### config.mk
export PLATFORM = sky130hd
export DESIGN_NAME = wsta_cell
export DESIGN_NICKNAME = d
export VERILOG_FILES = /design/src/sv/wsta_pkg.sv /design/src/sv/wsta_cell.sv
export SDC_FILE = /design/constraint.sdc
export NUM_CORES = 1
export LEC_CHECK = 0
export ABC_AREA = 1
export BUFFER_PORTS_ARGS = -buffer_cell sky130_fd_sc_hd__buf_2
export CAP_MARGIN = 5
export CELL_PAD_IN_SITES_DETAIL_PLACEMENT = 0
export CELL_PAD_IN_SITES_GLOBAL_PLACEMENT = 2
export CORE_MARGIN = 1
export CORE_UTILIZATION = 32
export CTS_BUF_LIST = sky130_fd_sc_hd__clkbuf_8 sky130_fd_sc_hd__clkbuf_16
export DETAILED_ROUTE_END_ITERATION = 7
export HOLD_SLACK_MARGIN = 0.1
export PLACE_DENSITY = 0.93
export SYNTH_ARGS = -nofsm -noshare
export SYNTH_HDL_FRONTEND = slang
export SYNTH_SLANG_ARGS = --single-unit
### constraint.sdc
create_clock -name clk -period 26.3 [get_ports clk]
set_input_delay 5.26 -clock clk [delete_from_list [all_inputs] [get_ports clk]]
set_output_delay 5.26 -clock clk [all_outputs]
set_load 0.01 [all_outputs]
### src/sv/wsta_pkg.sv
package wsta_pkg;

  localparam int SRV_NUM_DEF = 16;
  localparam int SRV_IDX_W   = 8;
  localparam int CNT_W       = 9;
  localparam int WEIGHT_W    = 20;
  localparam int DUR_W       = 20;
  localparam int TIME_W      = 48;
  localparam int CFG_W       = 5;
  localparam int OUT_IDX_W   = 4;

  localparam logic [TIME_W-1:0] TIME_MAX = {TIME_W{1'b1}};
  localparam logic [CFG_W-1:0]  ACTIVE_RESET = CFG_W'(16);

  localparam logic FUNC_LOAD = 1'b0;
  localparam logic FUNC_TASK = 1'b1;

  typedef struct packed {
    logic                  vld;
    logic [TIME_W-1:0]     now;
    logic                  any_free;
    logic [SRV_IDX_W-1:0]  free_idx;
    logic [WEIGHT_W-1:0]   free_w;
    logic                  have;
    logic [SRV_IDX_W-1:0]  best_idx;
    logic [TIME_W-1:0]     best_ft;
    logic [WEIGHT_W-1:0]   best_w;
  } tok_t;

  typedef struct packed {
    logic                  clr;
    logic                  ld;
    logic [WEIGHT_W-1:0]   ld_w;
    logic                  upd;
    logic [TIME_W-1:0]     upd_ft;
  } cell_ctl_t;

endpackage

### src/sv/wsta_cell.sv
module wsta_cell
  import wsta_pkg::*;
(
  input  logic                 clk,
  input  logic                 rst,
  input  logic                 adv,
  input  logic                 act,
  input  logic [SRV_IDX_W-1:0] idx,
  input  cell_ctl_t            ctl,
  input  tok_t                 tok_in,
  output tok_t                 tok_out
);

  logic [WEIGHT_W-1:0] weight;
  logic [TIME_W-1:0]   free_time;
  tok_t                tok_q;
  tok_t                tok_next;

  always_comb begin
    tok_next = tok_in;
    if (tok_in.vld && act) begin
      if (free_time <= tok_in.now && (!tok_in.any_free || weight < tok_in.free_w)) begin
        tok_next.any_free = 1'b1;
        tok_next.free_idx = idx;
        tok_next.free_w   = weight;
      end
      if (!tok_in.have || free_time < tok_in.best_ft ||
          (free_time == tok_in.best_ft && weight < tok_in.best_w)) begin
        tok_next.have     = 1'b1;
        tok_next.best_idx = idx;
        tok_next.best_ft  = free_time;
        tok_next.best_w   = weight;
      end
    end
  end

  always_ff @(posedge clk) begin
    if (rst) begin
      weight    <= '0;
      free_time <= '0;
    end else begin
      if (ctl.ld) begin
        weight <= ctl.ld_w;
      end
      if (ctl.clr) begin
        free_time <= '0;
      end else if (ctl.upd) begin
        free_time <= ctl.upd_ft;
      end
    end
  end

  always_ff @(posedge clk) begin
    if (rst) begin
      tok_q.vld <= 1'b0;
    end else if (adv) begin
      tok_q <= tok_next;
    end
  end

  assign tok_out = tok_q;

endmodule

==> metrics.md, run 1 <==
| Metric | Value |
|---|---|
| Outcome | `finished, final reports clean` |
| Final Core Density | `41.0%` |
| Global-route wire length before repair | `58900 um` |
| Critical path arrival | `8.13 ns` |
| I/O Pins | `393` |
| Width of the die | `197 um` |
| Final slew viol count | `0` |
| Vias per cell | `4.58` |
| TritonCTS clock tree | `yes` |
| Top cells by area, synth | `edfxtp_1, nand2_1, ha_1, dfxtp_1, inv_1` |
| Tot GR Track Use | `19.8%` |
| CTS buffer count | `27` |
| Setup Viol. Count Final | `0` |
| Largest net degree at the start of global routing | `79` |
| Die H | `197 um` |
| MaxCap Viol Count | `0` |
| Cells after DPL | `2281` |
| Hold WS | `0.508 ns` |
| Skew final | `0.00844 ns` |
| Reg clk slew, reported paths | `0.06 ns` |
| CP required | `26.59 ns` |
| Synth top area share | `38.0%` |
| Fmax | `0.128 GHz` |
| Worst skew pair latency | `0.55 ns` |
| Worst slack, placed | `17.90 ns` |
| Initial Util | `32.4%` |
| Setup TNS | `0 ns` |
| Drt first pass iters | `4` |
| Peak VDD IR | `40.7 uV` |
| Area Overhead vs Synth | `26.6%` |
| Power density over cell area | `57.3 nW/um^2` |
| Hold Path Class | `reg -> reg` |
| Initial DRC Count | `361` |
| Critical path class | `in -> reg` |
| Mapped Cells | `1423` |
| Synth warnings | `0` |
| Final HPWL DP | `28200 um` |
| Post-layout instance area | `15400 um^2` |
| Number of clock sinks | `223` |
| Leading area contributor after synthesis | `edfxtp_1` |
| Crit path time final | `7.84 ns` |
| Die area | `38800 um^2` |
| Root buf cell | `clkbuf_16` |
| Share of post-route cells with drive strength above 1 | `25.0%` |
| Design Power | `0.883 mW` |
| Fin. Hold Viols | `0` |
| Static leakage power | `7.99 nW` |
| Layout Cells excl Fill | `2334` |
| Mapped Avg Cell Area | `8.56 um^2` |
| Seq/Total Area, Yosys | `49.3%` |
| Routed len/inst | `16.7 um` |
| Row cnt | `71` |
| ANT nets after route | `0` |
| Core ar. | `37600 um^2` |
| Worst setup SP type | `input pin` |
| Worst-Margin Slew | `1.07 ns` |
| Slew HR | `28.5%` |
| Mapped Nets | `1795` |
| H-tree lvl count | `1` |
| GRT overflow | `0` |
| Final-stage net count | `2171` |
| Setup bufs post-CTS | `0` |
| DR vias | `10698` |
| Dpl cell area | `14600 um^2` |
| GPL Wtd Cong | `0.844` |
| Final WS setup | `18.46 ns` |
| Antenna violations before repair | `11` |
| CTS Buffer Depth | `3` |
| Setup crit end kind | `flop` |
| CP max FO | `76` |
| WL final | `38900 um` |
| Final worst path period share | `29.8%` |
| Yosys reg bits | `223` |
| Port Buffers | `392` |
| Distinct cells, synth | `26` |
| Unrepaired setup endpoints after global routing | `false` |
| Residual DRC | `0` |
| CTS Hold Bufs | `0` |
| Cell Area, Synth | `12200 um^2` |
| Via count of the first global-routing pass | `10617` |
| Post-CTS resize count | `0` |
==> power breakdown <==
part / internal [mW] / switching [mW] / total (mW) / leakage [nW]
clock network: 0.206 / 0.153 / 0.358 / 0.423
logic: 0.0454 / 0.0733 / 0.119 / 5.54
registers: 0.396 / 0.00951 / 0.406 / 2.03
total: 0.647 / 0.236 / 0.883 / 7.99
==> cell families (layout without fill, tap and decap cells) <==
family,count (synthesis),in the layout,share of synthesized area (%)
flip-flops,223,223,49.3
AO/OA/AOI/OAI,145,145,6.20
adder cells (fa/ha/maj),134,134,13.8
other,0,4,0
AND/OR/NAND/NOR,683,683,22.7
buffers and inverters,238,634,8.04
==> sequential cells by signal, summed over array words and instances, names as in the netlist <==
signal     cells
free_time     48
weight        20
tok_out      155
==> cell type report <==
type | count | area (um^2)
Sequential cell | 223 | 6010
Fill cell | 3857 | 22200
Antenna cell | 4 | 10.0
Tap cell | 511 | 639
Timing Repair Buffer | 400 | 2020
Multi-Input combinational cell | 962 | 5210
Clock inverter | 22 | 161
Inverter | 185 | 696
Clock buffer | 27 | 676
==> cell usage in the layout, fill, tap and decap left out, types with 2 or more instances in the layout <==
master / netlist / routed
clkinv_2: 0 / 10
inv_1: 184 / 187
nand2_1: 468 / 468
o21ai_0: 30 / 30
edfxtp_1: 154 / 154
diode_2: 0 / 4
clkinvlp_4: 0 / 4
clkbuf_16: 0 / 27
ha_1: 134 / 134
dfxtp_1: 69 / 69
o21a_1: 5 / 5
nand2_4: 1 / 2
nor2_2: 2 / 2
nand3_1: 122 / 122
clkinv_1: 1 / 3
nand2_2: 3 / 2
nor2_1: 79 / 78
buf_2: 11 / 392
bufinv_16: 0 / 2
a21oi_1: 104 / 103
nand4_1: 5 / 5
a21oi_2: 1 / 2
buf_4: 5 / 8
a21o_1: 4 / 4
==> cell usage after synthesis <==
master,instances
a211oi_1,1
a21o_1,4
a21oi_1,104
a21oi_2,1
buf_1,1
buf_2,11
buf_4,5
buf_6,7
clkbuf_1,29
clkinv_1,1
dfxtp_1,69
edfxtp_1,154
ha_1,134
inv_1,184
nand2_1,468
nand2_2,3
nand2_4,1
nand3_1,122
nand4_1,5
nor2_1,79
nor2_2,2
nor3_1,1
nor3b_2,1
o21a_1,5
o21ai_0,30
or2_2,1
==> critical path: stages <==
cell and delay [ns]:
buf_2 0.10, inv_1 0.04, ha_1 0.29, nand2_1 0.08, nor2_2 0.12, nand2_1 0.12, nor2_2 0.18, nand2_1 0.16
nor2_1 0.18, a21oi_2 0.10, nand2_4 0.41, nand2_4 0.63, nand2_1 0.23, nand2_1 0.08
==> worst paths after layout <==
| check | cells after the start | slack, ns | from | to |
|---|---|---|---|---|
| worst min-delay path | 2 | 0.51 | free_time[25] | free_time[25] |
| worst min register to register | 2 | 0.51 | free_time[25] | free_time[25] |
| worst max register to register | 12 | 22.94 | free_time[43] | tok_out[16] |
| worst max-delay path | 14 | 18.46 | tok_in[67] | tok_out[16] |
==> routing by layer <==
layer	track usage, %	vias up	part of all wire [%]
met1	24.1	4909	42
met5	0	-	0.20
met3	4.58	70	6.7
met2	34.3	313	48
met4	6.46	14	2.8
li1	-	5392	-
(Power assumes the default switching activity.)
==> run 2: changes to the inputs <==
--- a/config.mk
+++ b/config.mk
@@ -11,11 +11,11 @@
 export CELL_PAD_IN_SITES_DETAIL_PLACEMENT = 0
 export CELL_PAD_IN_SITES_GLOBAL_PLACEMENT = 2
 export CORE_MARGIN = 1
-export CORE_UTILIZATION = 32
+export CORE_UTILIZATION = 27
 export CTS_BUF_LIST = sky130_fd_sc_hd__clkbuf_8 sky130_fd_sc_hd__clkbuf_16
 export DETAILED_ROUTE_END_ITERATION = 7
 export HOLD_SLACK_MARGIN = 0.1
-export PLACE_DENSITY = 0.93
+export PLACE_DENSITY = 0.84
 export SYNTH_ARGS = -nofsm -noshare
 export SYNTH_HDL_FRONTEND = slang
 export SYNTH_SLANG_ARGS = --single-unit
==> constraint.sdc (replaced) <==
create_clock -name clk -period 6.35 [get_ports clk]
set_input_delay 1.27 -clock clk [delete_from_list [all_inputs] [get_ports clk]]
set_output_delay 1.27 -clock clk [all_outputs]
set_load 0.01 [all_outputs]
==> run 2 against run 1 <==
First-iteration DRC count grew 62%. Sequential power grew to 4.1 times the previous value. Wire length grew 5.2%. Hold slack lost 0.0031 ns. Sequential share of layout area shrank 0.55 points. Register-to-register slack lost 20 ns. Final cell count grew 3.5%. Largest cell class unchanged. Largest power group unchanged.
==> metrics.md, run 2 (synthesis gave the netlist of run 1 again) <==
| Metric | Value |
|---|---|
| Outcome | `finished, final reports clean` |
| Root buf cell | `clkbuf_16` |
| Fin. Hold Viols | `0 (unchanged)` |
| Antenna violations before repair | `7 (-4)` |
| CP cell instances | `buf_2 -> inv_1 -> ha_1 -> nand2_1 -> nor2_1 -> nor3b_2 -> nand2_1 -> nor2_1 -> nand2_1 -> nand2_2 -> nand2_2 -> nand2_1 -> nand2_1` |
| Port Buffers | `392 (unchanged)` |
| Worst setup SP type | `input pin` |
| Final worst path period share | `59.2%` |
| Initial DRC Count | `586 (+62%)` |
| Worst reg2reg path depth | `11 (-1)` |
| Final WS setup | `2.59 ns (-15.87 ns)` |
| Min-Delay Path Depth | `2 (unchanged)` |
| Skew final | `0.0173 ns (+0.00891 ns)` |
| CTS Hold Bufs | `0 (unchanged)` |
| Die H | `214 um (+8.8%)` |
| Worst skew pair latency | `0.56 ns (about the same)` |
| Setup bufs post-CTS | `0 (unchanged)` |
| Max reg flops | `155 (unchanged)` |
| Slew HR | `28.4% (-0.18 points)` |
| I/O Pins | `393 (unchanged)` |
| Critical path arrival | `4.06 ns (-4.07 ns)` |
| WL final | `40900 um (+5.2%)` |
| Unrepaired setup endpoints after global routing | `false` |
| CTS Buffer Depth | `3 (unchanged)` |
| Area Overhead vs Synth | `28.4%` |
| Core ar. | `44300 um^2 (+18%)` |
| Share of post-route cells with drive strength above 1 | `24.9% (-0.11 points)` |
| Most frequent cells in the layout | `nand2_1, buf_2, inv_1` |
| Worst-Margin Slew | `1.07 ns (+0.00173 ns)` |
| Fmax | `0.266 GHz` |
| Global-route wire length before repair | `61700 um (+4.7%)` |
| Routed len/inst | `16.9 um (+1.7%)` |
| Hold WS | `0.505 ns (-0.00312 ns)` |
| Peak VDD IR | `186 uV (+360%)` |
| Critical path class | `in -> reg` |
| CP required | `6.65 ns (-19.94 ns)` |
| Width of the die | `214 um (+8.8%)` |
| Power density over cell area | `246 nW/um^2 (+330%)` |
| Post-CTS resize count | `0 (unchanged)` |
| Final HPWL DP | `28800 um (+2.4%)` |
| Via count of the first global-routing pass | `10727 (+1.0%)` |
| Setup Viol. Count Final | `0 (unchanged)` |
| Die area | `46000 um^2 (+18%)` |
| Cell mode on critical path | `nand2_1` |
| GPL Wtd Cong | `0.810 (-4.0%)` |
| R2R Setup Slk | `3.07 ns (-19.87 ns)` |
| H-tree lvl count | `1 (unchanged)` |
| Slowest stage cell on the critical path | `nand2_2` |
| Dpl cell area | `14700 um^2 (+0.68%)` |
| Static leakage power | `8.06 nW (+0.82%)` |
| Row cnt | `77 (+8.5%)` |
| GRT overflow | `0 (unchanged)` |
| Vias per cell | `4.41 (-3.7%)` |
| Initial Util | `27.5% (-4.9 points)` |
| DR vias | `10662 (-0.34%)` |
| Most common cell after layout, fill and taps aside | `nand2_1` |
| Final slew viol count | `0 (unchanged)` |
| Worst path max stage delay | `0.61 ns (-0.02 ns)` |
| TritonCTS clock tree | `yes` |
| Crit path time final | `3.76 ns` |
| Number of clock sinks | `223 (unchanged)` |
| Worst slack, placed | `1.98 ns (-15.91 ns)` |
| Final-stage net count | `2170 (-0.046%)` |
| Reg clk slew, reported paths | `0.06 ns (about the same)` |
| Largest net degree at the start of global routing | `155 (+96%)` |
| Hold Path Class | `reg -> reg` |
| MaxCap Viol Count | `0 (unchanged)` |
| Tot GR Track Use | `17.5% (-2.3 points)` |
| ANT nets after route | `0 (unchanged)` |
| Setup crit end kind | `flop` |
| Setup TNS | `0 ns (unchanged)` |
| CTS buffer count | `28 (+3.7%)` |
| Drt first pass iters | `4 (unchanged)` |
| Residual DRC | `0 (unchanged)` |
| Post-layout instance area | `15600 um^2 (+1.4%)` |
| CP max FO | `30 (-61%)` |
-- run 2: changes by cell type in the layout (fill, tap and decap cells not counted), sizes merged --
cell	previous run	this run
bufinv	2	4
clkinvlp	4	0
clkinv	13	10
clkbuf	27	33
inv	188	189
buf	400	398
-- run 2: critical path: cells and delay by family --
kind	cells	cell delay, ns
adders and majority gates	1	0.28
buffers and inverters	2	0.13
and+or+nand+nor	10	2.36
-- run 2: cell type report --
type | count | area [um^2]
Sequential cell | 223 | 6010
Antenna cell | 4 | 10.0
Tap cell | 592 | 741
Clock buffer | 33 | 781
Inverter | 185 | 696
Fill cell | 4671 | 28700
Multi-Input combinational cell | 962 | 5210
Clock inverter | 18 | 179
Timing Repair Buffer | 398 | 2020
-- run 2: worst paths after layout --
check | startpoint | end
max reg2reg | free_time[47] | tok_out[83]
min reg2reg | free_time[40] | free_time[40]
min | free_time[40] | free_time[40]
max | tok_in[153] | tok_out[83]
-- run 2: power breakdown --
part	internal (mW)	leakage [nW]	switching, mW
combinational	0.189	5.54	0.310
clock	1.03	0.495	0.644
sequential	1.64	2.03	0.0405
total	2.86	8.06	0.995
-- run 2: routing by layer --
| metal | GRT usage, % | vias to the layer above | wire length, um |
|---|---|---|---|
| li1 | - | 5408 | - |
| met1 | 22.3 | 4906 | 18200 |
| met2 | 30.2 | 291 | 19600 |
| met3 | 3.48 | 49 | 2320 |
| met4 | 4.07 | 8 | 709 |
| met5 | 0 | - | 49 |
-- run 2: per-stage QoR --
step                      util [%]  std cells  power (mW)
after floorplan                  -       1423        1.98
after global placement        33.1       2360        2.21
after detailed placement      33.1       2360        2.22
after CTS                     35.3       2411        3.91
after global routing          35.3       2413        4.03
final                         35.3       2415        3.85
